**config.mk**
```make
export PLATFORM = sky130hd
export DESIGN_NAME = wpsc_store
export DESIGN_NICKNAME = d
export VERILOG_FILES = /design/src/rtl/wpsc_pkg.sv /design/src/rtl/wpsc_store.sv
export SDC_FILE = /design/constraint.sdc
export NUM_CORES = 2
export LEC_CHECK = 0
export BUFFER_PORTS_ARGS = -buffer_cell sky130_fd_sc_hd__buf_2
export CAP_MARGIN = 20
export CORE_MARGIN = 1.5
export CORE_UTILIZATION = 46
export DETAILED_ROUTE_END_ITERATION = 8
export PLACE_DENSITY = 0.68
export SLEW_MARGIN = 10
export SYNTH_ARGS = -nofsm -noshare
export SYNTH_HDL_FRONTEND = slang
export SYNTH_SLANG_ARGS = --single-unit
```
**constraint.sdc**
```tcl
create_clock -name clock -period 5.9 [get_ports clock]
set_input_delay 0.59 -clock clock [delete_from_list [all_inputs] [get_ports clock]]
set_output_delay 0.59 -clock clock [all_outputs]
set_load 0.01 [all_outputs]
```
**src/rtl/wpsc_pkg.sv**
```systemverilog
`timescale 1ns / 1ps
// ----------------------------------------------------------------------------
// wpsc_pkg
// Shared types, constants and the arctangent table of the steering controller.
// ----------------------------------------------------------------------------
package wpsc_pkg;

   localparam int MAX_WAYPOINTS = 64;
   localparam int WP_IDX_W      = $clog2(MAX_WAYPOINTS);

   localparam int SLOT_W   = 6;
   localparam int POS_W    = 24;
   localparam int HEAD_W   = 16;
   localparam int GAIN_W   = 16;
   localparam int SPEED_W  = 16;
   localparam int TURN_W   = 22;
   localparam int CSR_IDX_W = 3;

   localparam int DX_W     = POS_W + 1;
   localparam int MUL_W    = DX_W + 1;
   localparam int PROD_W   = 2 * MUL_W;
   localparam int D2_W     = 2 * DX_W;
   localparam int CX_W     = DX_W + 19;
   localparam int CZ_W     = 28;
   localparam int ERR_W    = 18;
   localparam int CORDIC_STEPS = 25;
   localparam int STEP_W   = $clog2(CORDIC_STEPS);

   localparam int PI_Q13      = 25736;
   localparam int HALF_PI_Q24 = 26353589;

   localparam logic [CSR_IDX_W-1:0] CSR_STEER_GAIN  = 3'd0;
   localparam logic [CSR_IDX_W-1:0] CSR_SPEED_GAIN  = 3'd1;
   localparam logic [CSR_IDX_W-1:0] CSR_SPEED_LIMIT = 3'd2;
   localparam logic [CSR_IDX_W-1:0] CSR_REACH       = 3'd3;
   localparam logic [CSR_IDX_W-1:0] CSR_PATH_LAST   = 3'd4;

   localparam logic ACT_LOAD = 1'b0;
   localparam logic ACT_POSE = 1'b1;

   typedef enum logic [3:0] {
      ST_IDLE, ST_DIFF, ST_SQX, ST_SQY, ST_SUM, ST_CMP,
      ST_ITER, ST_ERR, ST_TURN, ST_SPD, ST_OUT
   } state_type;

   typedef enum logic [1:0] {PASS_GOAL, PASS_STEP, PASS_DRIVE} pass_type;

   typedef struct packed {
      logic start;
   } iter_ctl_type;

   typedef struct packed {
      logic busy;
      logic done;
   } iter_sts_type;

   function automatic logic [23:0] atan_entry(input logic [STEP_W-1:0] i);
      logic [23:0] v;
      case (i)
         5'd0:  v = 24'd13176795;
         5'd1:  v = 24'd7778716;
         5'd2:  v = 24'd4110060;
         5'd3:  v = 24'd2086331;
         5'd4:  v = 24'd1047214;
         5'd5:  v = 24'd524117;
         5'd6:  v = 24'd262123;
         5'd7:  v = 24'd131069;
         5'd8:  v = 24'd65536;
         5'd9:  v = 24'd32768;
         5'd10: v = 24'd16384;
         5'd11: v = 24'd8192;
         5'd12: v = 24'd4096;
         5'd13: v = 24'd2048;
         5'd14: v = 24'd1024;
         5'd15: v = 24'd512;
         5'd16: v = 24'd256;
         5'd17: v = 24'd128;
         5'd18: v = 24'd64;
         5'd19: v = 24'd32;
         5'd20: v = 24'd16;
         5'd21: v = 24'd8;
         5'd22: v = 24'd4;
         5'd23: v = 24'd2;
         5'd24: v = 24'd1;
         default: v = 24'd0;
      endcase
      return v;
   endfunction

endpackage

```
**src/rtl/wpsc_store.sv**
```systemverilog
`timescale 1ns / 1ps
// ----------------------------------------------------------------------------
// wpsc_store
// Waypoint memory with per-entry valid bits; unwritten entries read as zero.
// ----------------------------------------------------------------------------
module wpsc_store (
   input  logic                            clock,
   input  logic                            reset,
   input  logic                            wr_en,
   input  logic [wpsc_pkg::WP_IDX_W-1:0]   wr_addr,
   input  logic [2*wpsc_pkg::POS_W-1:0]    wr_data,
   input  logic                            rd_en,
   input  logic [wpsc_pkg::WP_IDX_W-1:0]   rd_addr,
   output logic [2*wpsc_pkg::POS_W-1:0]    rd_data
);
   import wpsc_pkg::*;

   logic [2*POS_W-1:0]     mem [MAX_WAYPOINTS];
   logic [MAX_WAYPOINTS-1:0] valid_ff;
   logic [2*POS_W-1:0]     data_ff;
   logic                   hit_ff;

   always_ff @(posedge clock) begin
      if (wr_en) begin
         mem[wr_addr] <= wr_data;
      end
      if (rd_en) begin
         data_ff <= mem[rd_addr];
      end
   end

   always_ff @(posedge clock) begin
      if (reset) begin
         valid_ff <= '0;
         hit_ff   <= 1'b0;
      end else begin
         if (wr_en) begin
            valid_ff[wr_addr] <= 1'b1;
         end
         if (rd_en) begin
            hit_ff <= valid_ff[rd_addr];
         end
      end
   end

   assign rd_data = hit_ff ? data_ff : '0;
endmodule

```
Word-level counts from Yosys, hierarchy flattened:

Memory sizes are Yosys's and may differ from the RTL's. A register that Yosys moved wholly into a read port is not among the register bits.
Cells that the tools add are included.

* logic and storage cells: 15
* RAM bits: 3072
* bits of input ports: 64
* bits in registers: 65
* memories: 1

* bitwise logic cells: 1
* order comparisons: 3
* mux-type cells: 7
* reductions and logical operators: 1

Memories
* mem: depth 64, width 48, read ports 1, clocked after memory_dff 1, write ports 1, line wpsc_store.sv:18 `logic [2*POS_W-1:0] mem [MAX_WAYPOINTS];`

Operators by type and width (number)
* $or 64x64->64: 1
* $mux 48: 1
* $lt 6x7->1 const B: 2
* $bmux 1 s6: 1
* $demux 1 s6: 1
* $ge 6x1->1 const B: 1
* $mux 1: 4
* $logic_and 1x1->1: 1

Depth between registers and ports, before layout:

* depth in word-level cells: 5
* mapped depth: 10
* mapped depth without buffers: 5

Least setup slack after synthesis:

No wires, ideal clock.

* kind: input-to-reg
* start: in wr_en
* end: mem mem[40][0] in the netlist's numbering (enable)
* cell stages on the path: 3
* arrival: 4.394 ns
* library setup time: 0.515 ns
* required time: 5.385 ns
* setup slack: 0.991 ns
* path through: nor2b_1 > nand3_1 > nor3_1

* longest elaborated chain between the ends: 2

Ends and longest elaborated chain
* from (decl): line wpsc_store.sv:9 `input logic wr_en,`
* $mux 1: line wpsc_store.sv:24 `if (wr_en) begin`
* $mux 1 (not written as such): line wpsc_store.sv:25 `mem[wr_addr] <= wr_data;`
* to (decl): line wpsc_store.sv:18

No other way between the ends.

Final worst setup path:

* start: reg hit_ff
* end: out rd_data[32] in the netlist's numbering

* longest elaborated chain between the ends: 1

Ends and longest elaborated chain
* from (decl): line wpsc_store.sv:21 `logic hit_ff;`
* from (signal assigned): line wpsc_store.sv:41 `hit_ff <= valid_ff[rd_addr];`
* $mux 48: line wpsc_store.sv:46 `assign rd_data = hit_ff ? data_ff : '0;`
* to (decl): line wpsc_store.sv:14 `output logic [2*wpsc_pkg::POS_W-1:0] rd_data`

No other way between the ends.

==> run_results.csv <==
group,metric,value,unit
final_layout,layout_commonest_cell,"sky130_fd_sc_hd__edfxtp_1",
clock_network,ctsRootBufferMaster,"sky130_fd_sc_hd__clkbuf_16",
clock_network,post_cts_buffers,0,
drt,detail-route-antenna-nets,0,
placement,port-buffer-count,111,
clock_network,holdBufCountCts,0,
drt,vias_per_inst,6.39,
final_layout,final_cell_count_no_fill,8935,
timing,slew-limit-headroom,20.5,%
clock_network,cts_resized,0,
floorplanning,die-height,515,um
worst_setup_path,crit_path_cell_trace,"and2_1 -> buf_2",
floorplanning,floorplan.rows,187,
min_path,hold_path.class,"in -> reg",
worst_setup_path,cpPeakStageDelay,890,ps
worst_setup_path,crit_arrival,2580,ps
drt,dr.pass1.iters,5,
timing,final_hold_viol_count,0,
worst_setup_path,worst-r2r-cell-count,5,
logic_synthesis,synth_seq_area_share,78.7,%
worst_setup_path,worst-endpoint-required,5310,ps
logic_synthesis,ys_async_sr_fraction,0,%
pwr,power.ir.vdd_worst,0.328,mV
drt,totalWireLength,327000,um
clock_network,worst_setup_hold_path_clk_slew,60,ps
timing,setup_repair_after_global_routing_missed_its_margin,"no",
clock_network,tritoncts_clock_tree,"built",
pwr,power.density,342,nW/um2
worst_setup_path,r2r_slack,3620,ps
timing,timing.final.setup_violations,0,
timing,timing.setup.tns,0,ps
worst_setup_path,worstSetupEndpointType,"output port",
min_path,hold_depth,1,
drt,drc,0,
final_layout,multi_input_comb_area,25100,um2
clock_network,h-tree-depth,5,
floorplanning,initial_core_util,46.4,%
timing,timing_worst_slew_pin_value,1190,ps
logic_synthesis,syn_inst,4826,
drt,wire_per_inst,36.6,um
clock_network,numCtsBuffers,325,
worst_setup_path,cp_max_fo,49,
logic_synthesis,synth_area_per_cell,25.0,um2
floorplanning,core_region_area,260000,um2
final_layout,filler_cell_count,19400,
logic_synthesis,dominantRegCellSynth,"sky130_fd_sc_hd__edfxtp_1",
clock_network,clock-sinks,3185,
timing,maxSlewViolCount,0,
clock_network,insertion_delay,960,ps
floorplanning,boundaryPins,112,
global_route,grt_pass1_vias,56800,
logic_synthesis,netlist-cell-type-count,36,
run,max_cap_violations,0,
global_route,globalRoute.totalOverflow,0,
global_route,grt_usage,24.7,%
final_layout,utilization,52.8,%
logic_synthesis,synth-seq-cells,3185,
timing,min_period,3170,ps
logic_synthesis,syn_nets,4890,
timing,final_min_period_over_clock_period,53.7,%
worst_setup_path,critical_path.startpoint_type,"flip-flop",
placement,number_of_cells_after_detailed_placement,8352,
logic_synthesis,synth_area,121000,um2
worst_setup_path,critical_path_s_slowest_cell,"sky130_fd_sc_hd__dfxtp_2",
final_layout,area_growth_syn_to_layout,13.7,%
worst_setup_path,crit_type,"reg -> out",
floorplanning,die_w,515,um
logic_synthesis,synthesis.yosys.warnings,0,
pwr,total_power_of_the_final_layout,47.0,mW
global_route,grt_start_max_net_pins,113,
floorplanning,die_area,266000,um2
drt,detail_route.iter0.violations,8584,
timing,max_clock_freq,316,MHz
global_route,antenna_found_initial,47,
drt,num_vias,57100,
final_layout,drive_above_1_share,33.1,%
global_route,grt_first_pass_wirelength,452000,um
status,status,"finished, final reports clean",
logic_synthesis,count_of_flip_flops_with_a_built_in_enable_after_synthesis,3120,
placement,hpwl,167000,um
final_layout,regArea,95000,um2
clock_network,clk_path_buf_depth,4,
final_layout,most-common-layout-cells,"sky130_fd_sc_hd__edfxtp_1 (3120), sky130_fd_sc_hd__mux4_2 (994), sky130_fd_sc_hd__clkbuf_16 (335)",
placement,place_congestion,0.785,
pwr,leakage,42.5,nW
timing,timing.clock.skew,36.9,ps
final_layout,design.final.nets,5251,
-- cells in the mapped netlist, types with 2 or more instances --
cell type,instances,area [um2]
sky130_fd_sc_hd__buf_1,36,135
sky130_fd_sc_hd__buf_2,97,485
sky130_fd_sc_hd__dfxtp_1,65,1300
sky130_fd_sc_hd__nand2b_1,5,31.3
sky130_fd_sc_hd__a21oi_1,2,10.0
sky130_fd_sc_hd__nor4_1,2,12.5
sky130_fd_sc_hd__nand3b_1,2,15.0
sky130_fd_sc_hd__o21ba_2,4,40.0
sky130_fd_sc_hd__mux2_2,4,45.0
sky130_fd_sc_hd__a211o_1,2,17.5
sky130_fd_sc_hd__mux4_2,994,22400
sky130_fd_sc_hd__clkbuf_1,108,405
sky130_fd_sc_hd__o21ai_0,2,10.0
sky130_fd_sc_hd__nor3_1,5,25.0
sky130_fd_sc_hd__edfxtp_1,3120,93700
sky130_fd_sc_hd__nor2b_1,16,100
sky130_fd_sc_hd__o22ai_1,2,12.5
sky130_fd_sc_hd__buf_6,2,22.5
sky130_fd_sc_hd__mux2i_1,62,621
sky130_fd_sc_hd__a31oi_1,5,31.3
sky130_fd_sc_hd__a211oi_1,8,60.1
sky130_fd_sc_hd__nor2_1,184,691
sky130_fd_sc_hd__nand3_1,9,45.0
sky130_fd_sc_hd__nand2_1,17,63.8
sky130_fd_sc_hd__and2_1,51,319
sky130_fd_sc_hd__a22oi_1,2,15.0
sky130_fd_sc_hd__nand4_1,2,12.5
sky130_fd_sc_hd__buf_4,10,75.1
-- stage by stage --
| stage | instance area, um2 | hold WS (ps) | setup slack, ps |
|---|---|---|---|
| 4_1_cts | 137000 | 222 | 2620 |
| 3_3_place_gp | 127000 | 444 | 2040 |
| 6_report | 137000 | 41.3 | 2730 |
| 5_1_grt | 137000 | 14.6 | 2670 |
| 2_1_floorplan | 121000 | 432 | 991 |
| 3_5_place_dp | 127000 | 454 | 2020 |
-- final cells by class --
class,instances,share of cell area (%)
Sequential cell,3185,69.2
Multi-Input combinational cell,1386,18.3
Clock buffer,407,6.33
Tap cell,3496,3.19
Timing Repair Buffer,287,1.97
Clock inverter,159,1.01
Antenna cell,13,0.0237
Inverter,2,0.00547
-- power breakdown --
group          switching [mW]  total (mW)  internal [mW]
logic                    1.16        2.05          0.882
clock network            8.33        19.8           11.4
registers               0.122        25.2           25.0
-- final timing paths --
kind | start | endpoint
worst max-delay path | hit_ff$_SDFFE_PP0P_ | rd_data[32]
worst min-delay path | wr_data[6] | mem[34][6]$_DFFE_PP_
worst max register to register | mem[23][20]$_DFFE_PP_ | data_ff[20]$_DFFE_PP_
worst min register to register | valid_ff[7]$_SDFFE_PP0P_ | valid_ff[7]$_SDFFE_PP0P_
-- registers in the layout, summed over array words and instances, names as in the netlist --
register and count:
valid_ff 64, mem 3072, data_ff 48, hit_ff 1
-- cells by family (layout without fill, tap and decap cells) --
kind of cell | after synthesis | in the layout | share of synthesized area, %
mux | 1060 | 1060 | 19.1
simple gates | 294 | 294 | 1.09
buf+inv | 255 | 855 | 0.937
compound gates | 32 | 32 | 0.199
flops | 3185 | 3185 | 78.7
other cells | 0 | 13 | 0
-- per-layer routing --
| metal | track usage [%] | part of all wire [%] | vias to the layer above |
|---|---|---|---|
| met4 | 8.51 | 3.5 | 18 |
| li1 | - | - | 21700 |
| met3 | 4.60 | 9.4 | 695 |
| met2 | 40.4 | 50 | 3316 |
| met5 | 0 | 0.036 | - |
| met1 | 33.6 | 37 | 31400 |
-- worst max-delay path, delay by kind of cell, from the launching register on --
kind / cells / cell delay [ps]
flip-flops: 1 / 890
AND/OR/NAND/NOR: 1 / 510
buffers and inverters: 1 / 220
(Power assumes the default switching activity.)
