### src/rtl/wpsc_pkg.sv
`timescale 1ns / 1ps
// ----------------------------------------------------------------------------
// wpsc_pkg
// Shared types, constants and the arctangent table of the steering controller.
// ----------------------------------------------------------------------------
package wpsc_pkg;

   localparam int MAX_WAYPOINTS = 64;
   localparam int WP_IDX_W      = $clog2(MAX_WAYPOINTS);

   localparam int SLOT_W   = 6;
   localparam int POS_W    = 24;
   localparam int HEAD_W   = 16;
   localparam int GAIN_W   = 16;
   localparam int SPEED_W  = 16;
   localparam int TURN_W   = 22;
   localparam int CSR_IDX_W = 3;

   localparam int DX_W     = POS_W + 1;
   localparam int MUL_W    = DX_W + 1;
   localparam int PROD_W   = 2 * MUL_W;
   localparam int D2_W     = 2 * DX_W;
   localparam int CX_W     = DX_W + 19;
   localparam int CZ_W     = 28;
   localparam int ERR_W    = 18;
   localparam int CORDIC_STEPS = 25;
   localparam int STEP_W   = $clog2(CORDIC_STEPS);

   localparam int PI_Q13      = 25736;
   localparam int HALF_PI_Q24 = 26353589;

   localparam logic [CSR_IDX_W-1:0] CSR_STEER_GAIN  = 3'd0;
   localparam logic [CSR_IDX_W-1:0] CSR_SPEED_GAIN  = 3'd1;
   localparam logic [CSR_IDX_W-1:0] CSR_SPEED_LIMIT = 3'd2;
   localparam logic [CSR_IDX_W-1:0] CSR_REACH       = 3'd3;
   localparam logic [CSR_IDX_W-1:0] CSR_PATH_LAST   = 3'd4;

   localparam logic ACT_LOAD = 1'b0;
   localparam logic ACT_POSE = 1'b1;

   typedef enum logic [3:0] {
      ST_IDLE, ST_DIFF, ST_SQX, ST_SQY, ST_SUM, ST_CMP,
      ST_ITER, ST_ERR, ST_TURN, ST_SPD, ST_OUT
   } state_type;

   typedef enum logic [1:0] {PASS_GOAL, PASS_STEP, PASS_DRIVE} pass_type;

   typedef struct packed {
      logic start;
   } iter_ctl_type;

   typedef struct packed {
      logic busy;
      logic done;
   } iter_sts_type;

   function automatic logic [23:0] atan_entry(input logic [STEP_W-1:0] i);
      logic [23:0] v;
      case (i)
         5'd0:  v = 24'd13176795;
         5'd1:  v = 24'd7778716;
         5'd2:  v = 24'd4110060;
         5'd3:  v = 24'd2086331;
         5'd4:  v = 24'd1047214;
         5'd5:  v = 24'd524117;
         5'd6:  v = 24'd262123;
         5'd7:  v = 24'd131069;
         5'd8:  v = 24'd65536;
         5'd9:  v = 24'd32768;
         5'd10: v = 24'd16384;
         5'd11: v = 24'd8192;
         5'd12: v = 24'd4096;
         5'd13: v = 24'd2048;
         5'd14: v = 24'd1024;
         5'd15: v = 24'd512;
         5'd16: v = 24'd256;
         5'd17: v = 24'd128;
         5'd18: v = 24'd64;
         5'd19: v = 24'd32;
         5'd20: v = 24'd16;
         5'd21: v = 24'd8;
         5'd22: v = 24'd4;
         5'd23: v = 24'd2;
         5'd24: v = 24'd1;
         default: v = 24'd0;
      endcase
      return v;
   endfunction

endpackage

### src/rtl/wpsc_iter.sv
`timescale 1ns / 1ps
// ----------------------------------------------------------------------------
// wpsc_iter
// Shared iteration unit: one CORDIC vectoring step and one square-root digit
// per cycle, giving bearing and distance.
// ----------------------------------------------------------------------------
module wpsc_iter (
   input  logic                                clock,
   input  logic                                reset,
   input  wpsc_pkg::iter_ctl_type              ctl,
   input  logic signed [wpsc_pkg::DX_W-1:0]    dx,
   input  logic signed [wpsc_pkg::DX_W-1:0]    dy,
   input  logic [wpsc_pkg::D2_W-1:0]           d2,
   output wpsc_pkg::iter_sts_type              sts,
   output logic [wpsc_pkg::DX_W-1:0]           distance,
   output logic signed [wpsc_pkg::HEAD_W-1:0]  bearing
);
   import wpsc_pkg::*;

   logic signed [CX_W-1:0] x_ff, y_ff, x_in, y_in;
   logic signed [CZ_W-1:0] z_ff, z_in;
   logic [D2_W-1:0]        n_ff, n_in, res_ff, res_in;
   logic [STEP_W-1:0]      step_ff;
   logic                   busy_ff, done_ff, zero_ff;

   logic signed [CX_W-1:0] x0, y0, xs, ys;
   logic signed [CZ_W-1:0] ang;
   logic [5:0]             sh;
   logic [D2_W-1:0]        bitv, trial;
   logic [CZ_W-1:0]        zmag;
   logic [HEAD_W-1:0]      zr;

   always_comb begin
      x0 = CX_W'(dx) <<< 16;
      y0 = CX_W'(dy) <<< 16;
      xs = x_ff >>> step_ff;
      ys = y_ff >>> step_ff;
      ang = signed'(CZ_W'(atan_entry(step_ff)));
      sh = 6'(2 * (CORDIC_STEPS - 1)) - {step_ff, 1'b0};
      bitv = D2_W'(1) << sh;
      trial = res_ff + bitv;
      // rotate toward the x axis
      if (y_ff > 0) begin
         x_in = x_ff + ys;
         y_in = y_ff - xs;
         z_in = z_ff + ang;
      end else begin
         x_in = x_ff - ys;
         y_in = y_ff + xs;
         z_in = z_ff - ang;
      end
      // one root digit
      if (n_ff >= trial) begin
         n_in   = n_ff - trial;
         res_in = (res_ff >> 1) + bitv;
      end else begin
         n_in   = n_ff;
         res_in = res_ff >> 1;
      end
   end

   always_ff @(posedge clock) begin
      if (ctl.start) begin
         n_ff    <= d2;
         res_ff  <= '0;
         zero_ff <= (dx == '0) && (dy == '0);
         if (x0 < 0) begin
            if (y0 >= 0) begin
               x_ff <= y0;
               y_ff <= -x0;
               z_ff <= CZ_W'(HALF_PI_Q24);
            end else begin
               x_ff <= -y0;
               y_ff <= x0;
               z_ff <= -CZ_W'(HALF_PI_Q24);
            end
         end else begin
            x_ff <= x0;
            y_ff <= y0;
            z_ff <= '0;
         end
      end else if (busy_ff) begin
         x_ff   <= x_in;
         y_ff   <= y_in;
         z_ff   <= z_in;
         n_ff   <= n_in;
         res_ff <= res_in;
      end
   end

   always_ff @(posedge clock) begin
      if (reset) begin
         busy_ff <= 1'b0;
         done_ff <= 1'b0;
         step_ff <= '0;
      end else begin
         done_ff <= 1'b0;
         if (ctl.start) begin
            busy_ff <= 1'b1;
            step_ff <= '0;
         end else if (busy_ff) begin
            if (step_ff == STEP_W'(CORDIC_STEPS - 1)) begin
               busy_ff <= 1'b0;
               done_ff <= 1'b1;
            end else begin
               step_ff <= step_ff + 1'b1;
            end
         end
      end
   end

   // round half away from zero to Q3.13
   always_comb begin
      zmag = z_ff[CZ_W-1] ? CZ_W'(-z_ff) : CZ_W'(z_ff);
      zr   = HEAD_W'((zmag + CZ_W'(1024)) >> 11);
      if (zero_ff) begin
         bearing = '0;
      end else begin
         bearing = z_ff[CZ_W-1] ? -signed'(zr) : signed'(zr);
      end
   end

   assign distance = DX_W'(res_ff);
   assign sts.busy = busy_ff;
   assign sts.done = done_ff;
endmodule

### config.mk
export PLATFORM = sky130hd
export DESIGN_NAME = wpsc_iter
export DESIGN_NICKNAME = d
export VERILOG_FILES = /design/src/rtl/wpsc_pkg.sv /design/src/rtl/wpsc_iter.sv
export SDC_FILE = /design/constraint.sdc
export NUM_CORES = 2
export LEC_CHECK = 0
export BUFFER_PORTS_ARGS = -buffer_cell sky130_fd_sc_hd__buf_4
export CAP_MARGIN = 20
export CORE_MARGIN = 4
export CORE_UTILIZATION = 60
export CTS_BUF_LIST = sky130_fd_sc_hd__clkbuf_4
export DETAILED_ROUTE_END_ITERATION = 10
export PLACE_DENSITY = 0.76
export SLEW_MARGIN = 10
export SYNTH_ARGS = -nofsm -noshare
export SYNTH_HDL_FRONTEND = slang
export SYNTH_SLANG_ARGS = --single-unit
### constraint.sdc
create_clock -name clock -period 15.15 [get_ports clock]
set_input_delay 1.515 -clock clock [delete_from_list [all_inputs] [get_ports clock]]
set_output_delay 1.515 -clock clock [all_outputs]
set_load 0.01 [all_outputs]
=== Yosys cells after proc, flatten, opt, wreduce, memory -nomap -nowiden ===
Memory sizes are Yosys's and may differ from the RTL's. A register that Yosys moved wholly into a read port is not among the register bits.
Cells that the tools add are included.
Widths: inputs -> output; s select.

* Memories: 1
* Output and inout bits: 43
* Register bits after elaboration: 224
* ROM bits: 768
* Input port bits: 103

* Shifts and indexed selects: 3
* Add/sub/neg operators: 16
* Equal/unequal tests: 1
* Multiplexer cells: 28
* $lt $le $gt $ge: 4
* Bitwise gates (word level): 2
* Reductions and logical operators: 9

{| class="wikitable"
|+ Memories
! name !! words !! bits a word !! read ports !! clocked after Yosys merged registers in !! wr ports !! RTL line !! text
|-
| (no name shown) || 32 || 24 || 1 || 1 || 0 || wpsc_pkg.sv:59 || <nowiki>case (i)</nowiki>
|}

{| class="wikitable"
|+ Operator list
! operator !! number
|-
| $mux 44 || 10
|-
| $mux 50 || 4
|-
| $mux 28 || 5
|-
| $add 44x44->44 || 2
|-
| $neg 41->44 || 2
|-
| $sshr 44x5->44 || 2
|-
| $sub 44x44->44 || 2
|-
| $add 49x50->50 || 1
|-
| $add 50x50->50 || 1
|-
| $ge 50x50->1 || 1
|-
| $logic_not 25->1 || 2
|-
| $shl 1x6->50 const A || 1
|-
| $sub 50x50->50 || 1
|-
| $gt 44x1->1 const B || 1
|-
| $ge 41x1->1 const B || 1
|-
| $lt 41x1->1 const B || 1
|-
| $mux 16 || 2
|-
| $add 28x25->28 || 1
|-
| $sub 28x25->28 || 1
|-
| $add 27x11->27 const B || 1
|-
| $mux 27 || 1
|-
| $neg 27->27 || 1
|-
| $neg 16->16 || 1
|-
| $mux 5 || 2
|-
| other kinds (10) || 16
|}

=== Logic depth before layout (Yosys ltp) ===
* Word-level depth: 7
* Mapped depth: 39
* Depth with buffers taken out: 32

=== Worst setup path after synthesis ===
OpenSTA, ideal clock, no wires.

* Path kind: register to register
* Start point: register step_ff[2]
* End point: register n_ff[0] (enable)
* Cell stages (with the launch flop): 36
* Period minus slack after synthesis: 11.358 ns
* Arrival: 10.831 ns
* Buffers on the path: 10
* Required time: 14.623 ns
* Setup slack: 3.792 ns
* Cells stage by stage: dfxtp_1 > buf_6 > buf_2 > buf_2 > buf_2 > buf_4 > buf_2 > buf_2 > buf_1 > nor3_1 > nand3_1 > o21ai_0 > a21oi_1 > nor2_1 > ha_1 > a31oi_1 > a211oi_1 > a31oi_1 > o21ai_0 > a21o_1 > a31oi_1 > xor2_1 > ha_1 > clkbuf_1 > and3_1 > nand3_1 > and2_1 > a31oi_1 > a311o_1 > a2111oi_0 > o21bai_1 > o31ai_4 > o311ai_2 > nand2_2 > buf_2 > o21ai_0

* Cells in the longest elaborated chain, start to end: 6

{| class="wikitable"
|+ RTL lines
! item !! RTL line !! text
|-
| start: declaration || wpsc_iter.sv:23 || <nowiki>logic [STEP_W-1:0] step_ff;</nowiki>
|-
| start signal: assignment || wpsc_iter.sv:106 || <nowiki>step_ff <= step_ff + 1'b1;</nowiki>
|-
| $sub 6x6->6 || wpsc_iter.sv:39 || <nowiki>sh = 6'(2 * (CORDIC_STEPS - 1)) - {step_ff, 1'b0};</nowiki>
|-
| $shl 1x6->50 || wpsc_iter.sv:40 || <nowiki>bitv = D2_W'(1) << sh;</nowiki>
|-
| $add 50x50->50 || wpsc_iter.sv:41 || <nowiki>trial = res_ff + bitv;</nowiki>
|-
| $ge 50x50->1 || wpsc_iter.sv:53 || <nowiki>if (n_ff >= trial) begin</nowiki>
|-
| $reduce_bool 2->1 (no line) || - ||
|-
| $reduce_and 2->1 (no line) || - ||
|-
| end signal: assignment || wpsc_iter.sv:86 || <nowiki>n_ff <= n_in;</nowiki>
|-
| end: declaration || wpsc_iter.sv:22 || <nowiki>logic [D2_W-1:0] n_ff, n_in, res_ff, res_in;</nowiki>
|}

Every way passes these cells.
A chain may end at the register's enable or synchronous reset.

=== Worst setup path in the final report ===
* Start point: register step_ff[0]
* End point: register n_ff[0] (enable)

Same word-level chain as after synthesis.

==> summary.md <==
| Metric | Value |
|---|---|
| Status | finished clean |
| Die height | between 200 and 250 um |
| CP top delay family | compound AO/OA/AOI/OAI gates |
| Area share of the largest cell type after synthesis | between 10% and 20% |
| Area contributors post-synth | edfxtp_1, mux4_2, ha_1 |
| Buf/Inv on CP | 3 |
| Setup crit end kind | flop |
| Setup Skew | between 0.09 and 0.1 ns |
| Max clock buf depth | 3 |
| Grt met1 use | roughly 47% |
| Resize count post-CTS | 0 |
| Post-synth ARST share | 0% |
| Initial antenna violation count | 7 |
| Drt first-iter violations | around 3.8k |
| First-pass GRT wire length | 163000 um |
| Average size of a mapped cell | 8.28 sq um |
| Crit path largest cell delay | about 0.9 ns |
| EDFF count, synth | around 170 |
| Leakage | 13.9 nW |
| Yosys warns | 0 |
| Crit Path Category | flop to flop |
| Wire length per cell | between 20 and 25 um |
| Fill count | between 4k and 5k |
| Post-Syn Area | between 0.03 and 0.04 sq mm |
| Synth cell types | between 90 and 100 |
| Synth Flop Type | edfxtp_1 |
| Layout overhead on the synthesized area | 6.52% |
| Clock Sinks | between 200 and 250 |
| I/O pin count | roughly 150 |
| GR Util met3 | under 10% |
| Final nets | around 4.4k |
| Worst setup SP type | flop |
| DRT Wirelength | around 100000 um |
| Final Hold Fails | 0 |
| Worst EP required | ~16 ns |
| Die area | 0.0595 sq mm |
| Inserted Clock Buffers | 77 |
| Count of input and output buffers | 145 |
| Post-synthesis sequential area ratio | a little under 20% |
| Worst slew margin | between 10% and 20% |
| Max-cap violation count | 0 |
| CP arrival | between 10 and 15 ns |
| TritonRoute pass-1 iters | 8 |
| Total power | just under 0.009 W |
| Reg area | 0.00665 sq mm |
| Crit share post-route | 63.5% |
| Hold-fix buffer count after cts | 0 |
| Net Count, Synth | 4373 |
| Maximum vdd drop | 0.000206 V |
| DRC Markers | 0 |
| Vias per cell | around 6.7 |
| CTS tree | built |
| Worst-path clk slew | roughly 0.07 ns |
| Global routing's busiest layer | met2 |
| Vias in the first global route | slightly below 30k |
| Mapped Cells | around 4.0k |
| Worst path most repeated cell | o21ai_0 |
| Hold Path Class | flop to flop |
| CORE AREA | ~0.055 sq mm |
| Largest net degree at the start of global routing | 85 |
| Slew Limit Fails | 0 |
| GP Congestion | slightly above 1 |
| Initial core utilization | a little over 60% |
| Row Count | 86 |
| Slowest-stage cell, CP | dfxtp_4 |
| H-Tree Depth | 3 |
| Tmin final | between 9 and 10 ns |
| Flops & latches, synth | 248 |
| Antenna Violating Nets Remaining | 0 |
| PD cells | ~250 mW/mm^2 |
| Post-CTS setup buffer count | 0 |
| Hold depth | 2 |
| Peak Freq | between 100 and 150 MHz |
| Register-to-Register Path Depth | 29 |
| Die X | 244 um |
| Critical path fanouts, max | 60 |
| GRT Total Usage | approximately 34% |
| Vias | between 30k and 40k |
| Leading area contributor after synthesis | edfxtp_1 |
| Dpl hpwl | slightly below 80000 um |
| Multi-input gate area in the final layout | approximately 0.025 sq mm |
| Clock root buffer master | clkbuf_4 |
| Share of cells above drive strength 1 | about an eighth |
| Setup TNS | 0 ns |
| GRT overflow | 0 |
| Worst path depth | 29 |
| Unrepaired setup endpoints after global routing | false |
| Worst-Skew Late Latency | between 0.8 and 0.9 ns |
| Final Setup Violations | 0 |
| Worst-Margin Slew | 1.29 ns |
| Met2 usage | 50.2% |
## layer usage
layer / wire length, um / up-vias
met1: 44400 / 15265
met5: 0 / -
li1: - / 15169
met4: 4170 / 0
met3: 11300 / 295
met2: 44600 / 1706
## Yosys cell counts, types with 45 or more instances
master	number
or3_1	45
xnor2_1	197
nand2_1	419
o21ai_0	323
a21oi_1	280
mux4_2	138
mux2_2	47
o31ai_1	49
nor3_1	83
a21o_1	103
o211ai_1	75
nand3_1	77
a31oi_1	79
inv_1	113
mux2i_1	116
nor2_1	353
edfxtp_1	167
dfxtp_1	81
xor2_1	206
ha_1	235
clkbuf_1	121
## layout make-up
type,count,share of cell area (%)
diodes,4,0.0282
clock buffers,99,2.09
clock inverters,40,0.883
inverters,117,1.24
multi-input cells,3425,70.7
flip-flops and latches,248,18.7
well taps,748,2.63
repair buffers,174,3.69
## registers in the layout, summed over array words and instances (netlist names)
register	flops
ang	24
res_ff	50
x_ff	44
done_ff	1
step_ff	5
zero_ff	1
z_ff	28
y_ff	44
n_ff	50
busy_ff	1
## cell usage in the layout, fill, tap and decap left out, drive strengths merged, types with 35 or more instances in the layout
master and n:
nand2 420, nor2 353, o21ai 328, a21oi 280
ha 235, xor2 206, xnor2 197, buf 173
edfxtp 167, mux4 140, inv 117, mux2i 116
a21o 103, clkbuf 100, nor3 85, dfxtp 81
a31oi 79, nand3 78, o211ai 75, o31ai 50
mux2 47, or3 45, a211oi 40, nor2b 39
nand2b 38, nor4 35
## through the flow
stage	cells	area [sq um]	utilization (%)	hold WS, ns	setup WS, ns
floorplan	4031	33400	-	0.477	3.79
global placement	4712	34500	62.6	0.543	5.91
detailed placement	4712	34500	62.6	0.545	5.67
CTS	4851	35500	64.5	0.556	5.59
global route	4853	35500	64.5	0.602	4.62
finish	4855	35600	64.5	0.563	5.53
## worst paths after layout
kind	startpoint	end	slack [ns]
max	step_ff[0]$_SDFFE_PP0P_	n_ff[0]$_DFFE_PP_	5.53
min reg2reg	res_ff[34]$_SDFFE_PP0P_	res_ff[34]$_SDFFE_PP0P_	0.56
max reg2reg	step_ff[0]$_SDFFE_PP0P_	n_ff[0]$_DFFE_PP_	5.53
min	res_ff[34]$_SDFFE_PP0P_	res_ff[34]$_SDFFE_PP0P_	0.56
## report_power, final
part / internal, W / switching [W]
clock network: 0.000397 / 0.000353
registers: 0.00113 / 0.000502
logic: 0.00283 / 0.00367
## logic make-up (layout without fill, tap and decap cells)
kind of cell             Yosys count  count (layout)  share of synthesized area [%]
AO/OA/AOI/OAI                   1230            1230                           23.6
XOR/XNOR                         403             403                           10.6
adder cells (fa/ha/maj)          239             239                           9.05
buffers and inverters            358             430                           4.92
flip-flops                       248             248                           19.9
multiplexers                     303             303                           14.5
other                              0               4                              0
AND/OR/NAND/NOR                 1250            1250                           17.5
## worst min-delay path: cells and delay by family (launching register included)
family / cells / cell delay, ns
flops: 1 / 0.37
simple gates: 2 / 0.15
Note: power is estimated with default switching activity, not from simulation.
